File: src/rtl/core/bsfr_pkg.sv
// ----------------------------------------------------------------------------
// bsfr_pkg
// Types and constants shared by the byte-stuffed frame receiver.
// ----------------------------------------------------------------------------
`default_nettype none

package bsfr_pkg;

  localparam logic [7:0] FLAG_BYTE  = 8'h7D;
  localparam logic [7:0] ESC_BYTE   = 8'h7E;
  localparam logic [7:0] ESC_OFFSET = 8'h20;

  // command codes
  localparam logic CMD_RAW = 1'b0;
  localparam logic CMD_END = 1'b1;

  typedef struct packed {
    logic       cmd;
    logic [7:0] raw_byte;
  } bsfr_in_t;

  typedef struct packed {
    logic       data_valid;
    logic [7:0] payload_byte;
    logic       frame_end;
    logic       frame_good;
  } bsfr_out_t;

endpackage

`default_nettype wire

File: src/rtl/core/bsfr_in_stage.sv
// ----------------------------------------------------------------------------
// bsfr_in_stage
// Input register; holds one item until the deframer consumes it.
// ----------------------------------------------------------------------------
`default_nettype none

module bsfr_in_stage
  import bsfr_pkg::*;
(
  input  wire logic     clk,
  input  wire logic     rst_n,
  input  wire logic     in_valid,
  output logic          in_ready,
  input  wire bsfr_in_t in_data,
  input  wire logic     advance,
  output logic          item_valid,
  output bsfr_in_t      item
);

  logic     valid_r;
  bsfr_in_t data_r;

  assign in_ready   = !valid_r || advance;
  assign item_valid = valid_r;
  assign item       = data_r;

  always_ff @(posedge clk) begin
    if (!rst_n) begin
      valid_r <= 1'b0;
    end else if (in_valid && in_ready) begin
      valid_r <= 1'b1;
    end else if (advance) begin
      valid_r <= 1'b0;
    end
  end

  always_ff @(posedge clk) begin
    if (in_valid && in_ready) begin
      data_r <= in_data;
    end
  end

endmodule

`default_nettype wire

File: src/rtl/core/bsfr_deframe.sv
// ----------------------------------------------------------------------------
// bsfr_deframe
// Frame state, one-byte hold, unescape and running checksum.
// ----------------------------------------------------------------------------
`default_nettype none

module bsfr_deframe
  import bsfr_pkg::*;
(
  input  wire logic     clk,
  input  wire logic     rst_n,
  input  wire bsfr_in_t item,
  input  wire logic     step,
  output logic          has_res,
  output bsfr_out_t     res
);

  logic       inside_r, inside_nxt;
  logic       held_valid_r, held_valid_nxt;
  logic [7:0] held_raw_r, held_raw_nxt;
  logic       esc_r, esc_nxt;
  logic [7:0] sum_r, sum_nxt;
  logic       is_flag;

  assign is_flag = (item.cmd == CMD_RAW) && (item.raw_byte == FLAG_BYTE);

  always_comb begin
    inside_nxt     = inside_r;
    held_valid_nxt = held_valid_r;
    held_raw_nxt   = held_raw_r;
    esc_nxt        = esc_r;
    sum_nxt        = sum_r;
    has_res        = 1'b0;
    res            = '0;
    if (!inside_r) begin
      if (is_flag) begin
        inside_nxt     = 1'b1;
        held_valid_nxt = 1'b0;
        held_raw_nxt   = 8'h00;
        esc_nxt        = 1'b0;
        sum_nxt        = 8'h00;
      end
    end else if (item.cmd == CMD_END || is_flag) begin
      has_res        = 1'b1;
      res.frame_end  = 1'b1;
      res.frame_good = held_valid_r && !esc_r && (held_raw_r == sum_r);
      // a closing flag reopens; end of burst returns to hunting
      inside_nxt     = is_flag;
      held_valid_nxt = 1'b0;
      held_raw_nxt   = 8'h00;
      esc_nxt        = 1'b0;
      sum_nxt        = 8'h00;
    end else begin
      if (held_valid_r) begin
        sum_nxt = sum_r + held_raw_r;
        if (esc_r) begin
          esc_nxt          = 1'b0;
          has_res          = 1'b1;
          res.data_valid   = 1'b1;
          res.payload_byte = held_raw_r + ESC_OFFSET;
        end else if (held_raw_r == ESC_BYTE) begin
          esc_nxt = 1'b1;
        end else begin
          has_res          = 1'b1;
          res.data_valid   = 1'b1;
          res.payload_byte = held_raw_r;
        end
      end
      held_raw_nxt   = item.raw_byte;
      held_valid_nxt = 1'b1;
    end
  end

  always_ff @(posedge clk) begin
    if (!rst_n) begin
      inside_r     <= 1'b0;
      held_valid_r <= 1'b0;
      held_raw_r   <= 8'h00;
      esc_r        <= 1'b0;
      sum_r        <= 8'h00;
    end else if (step) begin
      inside_r     <= inside_nxt;
      held_valid_r <= held_valid_nxt;
      held_raw_r   <= held_raw_nxt;
      esc_r        <= esc_nxt;
      sum_r        <= sum_nxt;
    end
  end

endmodule

`default_nettype wire

File: src/rtl/core/byte_stuffed_frame_receiver_top.sv
// ----------------------------------------------------------------------------
// byte_stuffed_frame_receiver_top
// Deframer for 0x7D-flagged, 0x7E-escaped byte frames with sum checksum.
// ----------------------------------------------------------------------------
// One raw byte or end-of-burst command per item, one item per clock
// sustained. An item goes into an input register, is deframed from there
// and its result (payload byte or frame status) lands in the output
// register, which drives out_valid. Payload bytes trail the line by one
// raw byte, since the held byte may be the checksum. The input register
// keeps taking items while a result waits at the output; only items that
// produce a result stall behind it.
`default_nettype none

module byte_stuffed_frame_receiver_top
  import bsfr_pkg::*;
(
  input  wire logic     clk,
  input  wire logic     rst_n,
  input  wire logic     in_valid,
  output logic          in_ready,
  input  wire bsfr_in_t in_data,
  output logic          out_valid,
  input  wire logic     out_ready,
  output bsfr_out_t     out_data
);

  logic      item_valid;
  bsfr_in_t  item;
  logic      advance;
  logic      has_res;
  bsfr_out_t res;
  logic      out_valid_r;
  bsfr_out_t out_data_r;

  // a result-free item never waits on the output register
  assign advance = item_valid && (!has_res || !out_valid_r || out_ready);

  bsfr_in_stage u_in (
    .clk        (clk),
    .rst_n      (rst_n),
    .in_valid   (in_valid),
    .in_ready   (in_ready),
    .in_data    (in_data),
    .advance    (advance),
    .item_valid (item_valid),
    .item       (item)
  );

  bsfr_deframe u_deframe (
    .clk     (clk),
    .rst_n   (rst_n),
    .item    (item),
    .step    (advance),
    .has_res (has_res),
    .res     (res)
  );

  always_ff @(posedge clk) begin
    if (!rst_n) begin
      out_valid_r <= 1'b0;
    end else if (advance && has_res) begin
      out_valid_r <= 1'b1;
    end else if (out_ready) begin
      out_valid_r <= 1'b0;
    end
  end

  always_ff @(posedge clk) begin
    if (advance && has_res) begin
      out_data_r <= res;
    end
  end

  assign out_valid = out_valid_r;
  assign out_data  = out_data_r;

endmodule

`default_nettype wire

File: config.mk
export PLATFORM = sky130hd
export DESIGN_NAME = byte_stuffed_frame_receiver_top
export DESIGN_NICKNAME = d
export VERILOG_FILES = /design/src/rtl/core/bsfr_pkg.sv /design/src/rtl/core/bsfr_in_stage.sv /design/src/rtl/core/bsfr_deframe.sv /design/src/rtl/core/byte_stuffed_frame_receiver_top.sv
export SDC_FILE = /design/constraint.sdc
export NUM_CORES = 1
export LEC_CHECK = 0
export BUFFER_PORTS_ARGS = -buffer_cell sky130_fd_sc_hd__buf_2
export CAP_MARGIN = 10
export CORE_MARGIN = 1.5
export CORE_UTILIZATION = 35
export CTS_BUF_LIST = sky130_fd_sc_hd__clkbuf_8
export CTS_CLUSTER_DIAMETER = 150
export CTS_CLUSTER_SIZE = 8
export DETAILED_ROUTE_END_ITERATION = 16
export GPL_TIMING_DRIVEN = 1
export MAX_ROUTING_LAYER = met4
export PLACE_DENSITY = 0.59
export SLEW_MARGIN = 20
export SYNTH_ARGS = -nofsm -noshare
export SYNTH_HDL_FRONTEND = slang
export SYNTH_SLANG_ARGS = --single-unit
File: constraint.sdc
create_clock -name clk -period 4.3 [get_ports clk]
set_input_delay 0.43 -clock clk [delete_from_list [all_inputs] [get_ports clk]]
set_output_delay 0.43 -clock clk [all_outputs]
set_load 0.02 [all_outputs]
# Word level (Yosys, flattened, before mapping)
# Index checks and enable logic that the tools add are counted.
# totals
input_bits	13
out_inout_bits	13
wordCells	72
reg_bits	41
# classes
n_addsub	2
reduce_logical	21
n_bitwise	3
mux	29
eq_ne	4
# op_table
cell	n
8-bit two-way mux	6
1-bit two-way mux	20
9-bit two-way mux	2
8-bit by 7-bit equality test with 1-bit output, second input constant	2
8-bit by 6-bit adder with 8-bit output, second input constant	1
8-bit adder	1
8-bit equality test	1
1-bit logical AND	6
2-bit nonzero test	3
1-bit logical NOT	4
1-bit logical OR	4
2-bit AND reduction	2
3-bit inequality test, second input constant	1
1-bit NOT	3
3-bit AND reduction	1
3-bit OR reduction	1
2-bit two-way mux	1

# Depth between registers and ports, before layout
# depth
depth_word	13
depth_mapped	7
depth_no_buf	7

# By module
# Synthesis repeated with hierarchy kept, for this count alone.
# hier_totals
hier_cells	169
area_unflattened_um2	1958.1
# modules_own_cells
mod	instances	seq_area_each_um2	cells_each	area_each_um2
bsfr_deframe	1	380.4	137	1244.9
byte_stuffed_frame_receiver_top	1	350.3	18	385.4
bsfr_in_stage	1	290.3	14	327.8

# Worst setup path before layout
# No wires, ideal clock.
# synth_path
kind	flip-flop to flip-flop
from	register u_deframe.held_raw_r[7]
to	register u_in.data_r (netlist bit u_in.item[0]), enable pin
arrival_time_ps	1629
stages_incl_launch_ff	6
setup_slack_ps	2296
t_required_ps	3925
setup_time_ps	375
path_cell_list	dfxtp_1 > and4bb_4 > nand3b_4 > a21oi_1 > and4b_1 > nor2b_1
# synth_between
elab_chain_cells	12
# synth_lines
item	line_no	source
start: declaration	bsfr_deframe.sv:20	logic [7:0] held_raw_r, held_raw_nxt;
start signal: assignment	bsfr_deframe.sv:84	held_raw_r <= held_raw_nxt;
8-bit by 7-bit equality test with 1-bit output	bsfr_deframe.sv:61	end else if (held_raw_r == ESC_BYTE) begin
1-bit two-way mux	bsfr_deframe.sv:61	
1-bit two-way mux	bsfr_deframe.sv:56	if (esc_r) begin
1-bit two-way mux	bsfr_deframe.sv:54	if (held_valid_r) begin
1-bit two-way mux	bsfr_deframe.sv:43	end else if (item.cmd == CMD_END || is_flag) begin
1-bit two-way mux	bsfr_deframe.sv:35	if (!inside_r) begin
1-bit logical NOT	byte_stuffed_frame_receiver_top.sv:36	assign advance = item_valid && (!has_res || !out_valid_r || out_ready);
1-bit logical OR (2 in a row)	byte_stuffed_frame_receiver_top.sv:36	
1-bit logical AND	byte_stuffed_frame_receiver_top.sv:36	
1-bit logical OR	bsfr_in_stage.sv:23	assign in_ready = !valid_r || advance;
1-bit logical AND	bsfr_in_stage.sv:38	if (in_valid && in_ready) begin
end signal: assignment	bsfr_in_stage.sv:39	data_r <= in_data;
end: declaration	bsfr_in_stage.sv:21	bsfr_in_t data_r;
# No other way between the ends.
# A chain may end at the register's enable or synchronous reset.

# Final worst setup path
# layout_path
from	register u_in.data_r (netlist bit u_in.item[7])
to	output port in_ready
# layout_between
elab_chain_cells	10
# layout_lines
item	line_no	source
8-bit by 7-bit equality test with 1-bit output	bsfr_deframe.sv:25	assign is_flag = (item.cmd == CMD_RAW) && (item.raw_byte == FLAG_BYTE);
1-bit logical AND	bsfr_deframe.sv:25	
1-bit logical OR	bsfr_deframe.sv:43	
1-bit two-way mux	bsfr_deframe.sv:43	
1-bit two-way mux	bsfr_deframe.sv:35	
1-bit logical NOT	byte_stuffed_frame_receiver_top.sv:36	
1-bit logical OR (2 in a row)	byte_stuffed_frame_receiver_top.sv:36	
1-bit logical AND	byte_stuffed_frame_receiver_top.sv:36	
1-bit logical OR	bsfr_in_stage.sv:23	
end: declaration	byte_stuffed_frame_receiver_top.sv:20	output logic in_ready,
# No other way between the ends.

==> summary.txt <==
Outcome
  • Status: complete, no violations

Clock tree
  • CTS Hold Bufs: 0
  • Reg clk slew, reported paths: 0.08 ns
  • Post-CTS sizing: 0
  • Clk buf depth: 2
  • Root Driver: clkbuf_8
  • Clk Latency, worst-skew pair: 0.29 ns
  • H-tree level count: 2
  • Post-CTS Setup Bufs: 0
  • # clock sinks: 41
  • TritonCTS clock tree: built
  • Cts bufs inserted: 5

Detailed routing
  • Via density: 5.12
  • Drt drc: 0
  • Vias: 1363
  • DRT Wirelength: 3800 um
  • Initial DRC count: 71
  • Drt wl/cell: 14.3 um
  • DR pass1 iterations: 4
  • Antenna Nets Post-Route: 0

Global route
  • First-pass GRT wire length: 6360 um
  • Met3 GRT Util: 0.0279
  • Grt peak-use layer: met2
  • GRT overflow: 0
  • Vias in the first global route: 1296
  • Met2 usage: 0.218
  • Antenna violations before repair: 0
  • Largest net degree at the start of global routing: 14
  • GRT Total Usage: 0.140
  • Met1 GRT Util: 0.176

Pwr
  • Leak: 0.000914 uW
  • Pwr dens: 334 nW/um^2
  • Max IR drop VDD: 0.201 mV

Critical path
  • Startpoint types: flop
  • Slowest-stage cell, CP: o21ai_2
  • Crit path max fanout: 7
  • Critical path buffer and inverter count: 2
  • Cell depth of the worst setup path: 6
  • Critical Path Sink Type: output port
  • Critical path class: reg2out
  • Critical Path RT: 3.87 ns
  • CP max stage delay: 0.39 ns
  • R2r worst-path depth: 5
  • Sequence of cells on the critical path: nand4b_1, o21ai_2, a21oi_1, and4b_1, inv_1, buf_2
  • CP top delay family: simple AND/OR/NAND/NOR gates
  • Worst EP arrival: 2.01 ns

Timing
  • Final hold vios: 0
  • Slew @ Worst Pin: 0.697 ns
  • Setup TNS: 0 ns
  • Min Tclk post-route: 2.44 ns
  • Period utilization: 0.566
  • Peak Freq: 0.411 GHz
  • RSZ-0062 raised after global routing: no
  • Slew headroom: 0.535
  • Final Setup Violations: 0
  • Fin. max-slew vios: 0
  • Worst setup margin: 1.86 ns
  • Setup Skew: 0.00756 ns

Job
  • Max-Cap Viols: 0

Floorplanning
  • Initial Util: 0.363
  • Die ar.: 6130 um^2
  • Num rows: 27
  • Number of I/O pins: 26
  • Core area: 5470 um^2
  • Die height: 78.3 um
  • Die width: 78.3 um

Placement
  • Post-placement cell count: 258
  • DP HPWL: 2890 um
  • Port buffer count: 25
  • Routability cong.: 0.811
  • Pre-CTS WS: 2.06 ns

Logic synthesis
  • Synthesized cell area: 1980 um^2
  • Synth cell types: 53
  • Seq cells post-synth: 41
  • Post-synth EDFFs: 20
  • Post-synth ARST share: 0
  • Mean post-synth cell area: 12.0 um^2
  • Synth Warn #: 0
  • Dominant synthesized flop cell: dfxtp_1
  • Register area share after synthesis: 0.515
  • Cells after Synth: 165
  • Synthesized Nets: 187

Finish
  • Final #Nets: 215
  • Finished Core Util: 0.420
  • # fillers: 534
  • Synthesis-to-layout area growth: 15.7%
  • Share of post-route cells with drive strength above 1: 0.237
  • Diode count: 0
  • Final std cells w/o fill: 266

Worst hold path
  • Hold Path Stages: 1
  • Worst min-delay path category: in2reg
## stage by stage
| stage | total power [uW] | hold WS (ns) | area, um^2 |
|---|---|---|---|
| after floorplan | 441 | 0.442 | 1980 |
| after detailed placement | 452 | 0.477 | 2180 |
| after CTS | 775 | 0.294 | 2300 |
| final | 766 | 0.304 | 2300 |
| after global routing | 793 | 0.289 | 2300 |
| after global placement | 451 | 0.476 | 2180 |
## logic make-up after synthesis
logic type	share of synthesized area
AO/OA/AOI/OAI	0.187
XOR/XNOR	0.0309
adder cells (fa/ha/maj)	0.0605
buffers and inverters	0.0252
flip-flops	0.515
multiplexers	0.00504
AND/OR/NAND/NOR	0.177
## where the power goes
group          switching (uW)  leakage, uW  total [uW]  internal [uW]
clock                     135    0.0000574         323            189
combinational            13.1     0.000519        22.1           9.00
sequential               4.98     0.000338         420            415
total                     153     0.000914         766            613
## cell usage in the layout, fill, tap and decap left out, types with 2 or more instances in the layout
cell      count
clkbuf_8      6
nand4b_1      4
a22o_1       14
xor2_1        2
and2_1        5
dfxtp_1      21
inv_1         7
nor3_1        3
nor2b_1       3
o211ai_1      2
edfxtp_1     20
ha_1          8
and3b_1       2
xnor2_1       5
nand3_1       3
buf_2        25
and3_1        2
a21o_1        2
nor2_1        9
o21a_1        2
a21oi_1       8
nand2_1       9
## sequential cells by signal (all words and copies together), names as in the netlist
signal                  cells
u_in.item_valid             1
u_deframe.inside_r          1
out_data                   11
u_in.item                   9
u_deframe.sum_r             8
out_valid                   1
u_deframe.held_raw_r        8
u_deframe.held_valid_r      1
u_deframe.esc_r             1
## layer usage
| metal | wire, um | part of all wire |
|---|---|---|
| met1 | 1840 | 0.49 |
| met2 | 1750 | 0.46 |
| met3 | 150 | 0.040 |
| met4 | 54 | 0.014 |
| met5 | 0 | 0 |
## area by class of cell
cell class,count,area (um^2),area share
Sequential cell,41,1020,0.445
Multi-Input combinational cell,113,913,0.398
Timing Repair Buffer,25,125,0.0545
Tap cell,72,90.1,0.0392
Clock buffer,6,82.6,0.0360
Clock inverter,2,37.5,0.0163
Inverter,7,26.3,0.0114
## synth_stat cells (2+ instances only)
cell type / instances / area share
nor2b_1: 3 / 0.0095
and3_1: 2 / 0.0063
ha_1: 8 / 0.050
and3b_1: 2 / 0.0088
nand4b_1: 4 / 0.018
a21oi_1: 8 / 0.020
nor3_1: 3 / 0.0076
nand3_1: 3 / 0.0076
a22o_1: 14 / 0.062
a21o_1: 2 / 0.0076
edfxtp_1: 20 / 0.30
nor2_1: 9 / 0.017
o211ai_1: 2 / 0.0076
xor2_1: 2 / 0.0088
nand2_1: 9 / 0.017
xnor2_1: 5 / 0.022
o21a_1: 2 / 0.0076
inv_1: 7 / 0.013
dfxtp_1: 21 / 0.21
and2_1: 5 / 0.016
clkbuf_1: 2 / 0.0038
## worst paths after layout
kind | to | startpoint | slack [ns]
worst max-delay path | in_ready | u_in.item[7]$_DFFE_PP_ | 1.86
worst min-delay path | u_in.item[0]$_DFFE_PP_ | in_data[0] | 0.30
worst max register to register | u_in.item[6]$_DFFE_PP_ | u_deframe.held_raw_r[5]$_SDFFE_PN0P_ | 2.05
worst min register to register | u_deframe.sum_r[3]$_SDFFE_PN0P_ | u_deframe.sum_r[3]$_SDFFE_PN0P_ | 0.49
No activity file was read; power rests on OpenSTA's default activity.
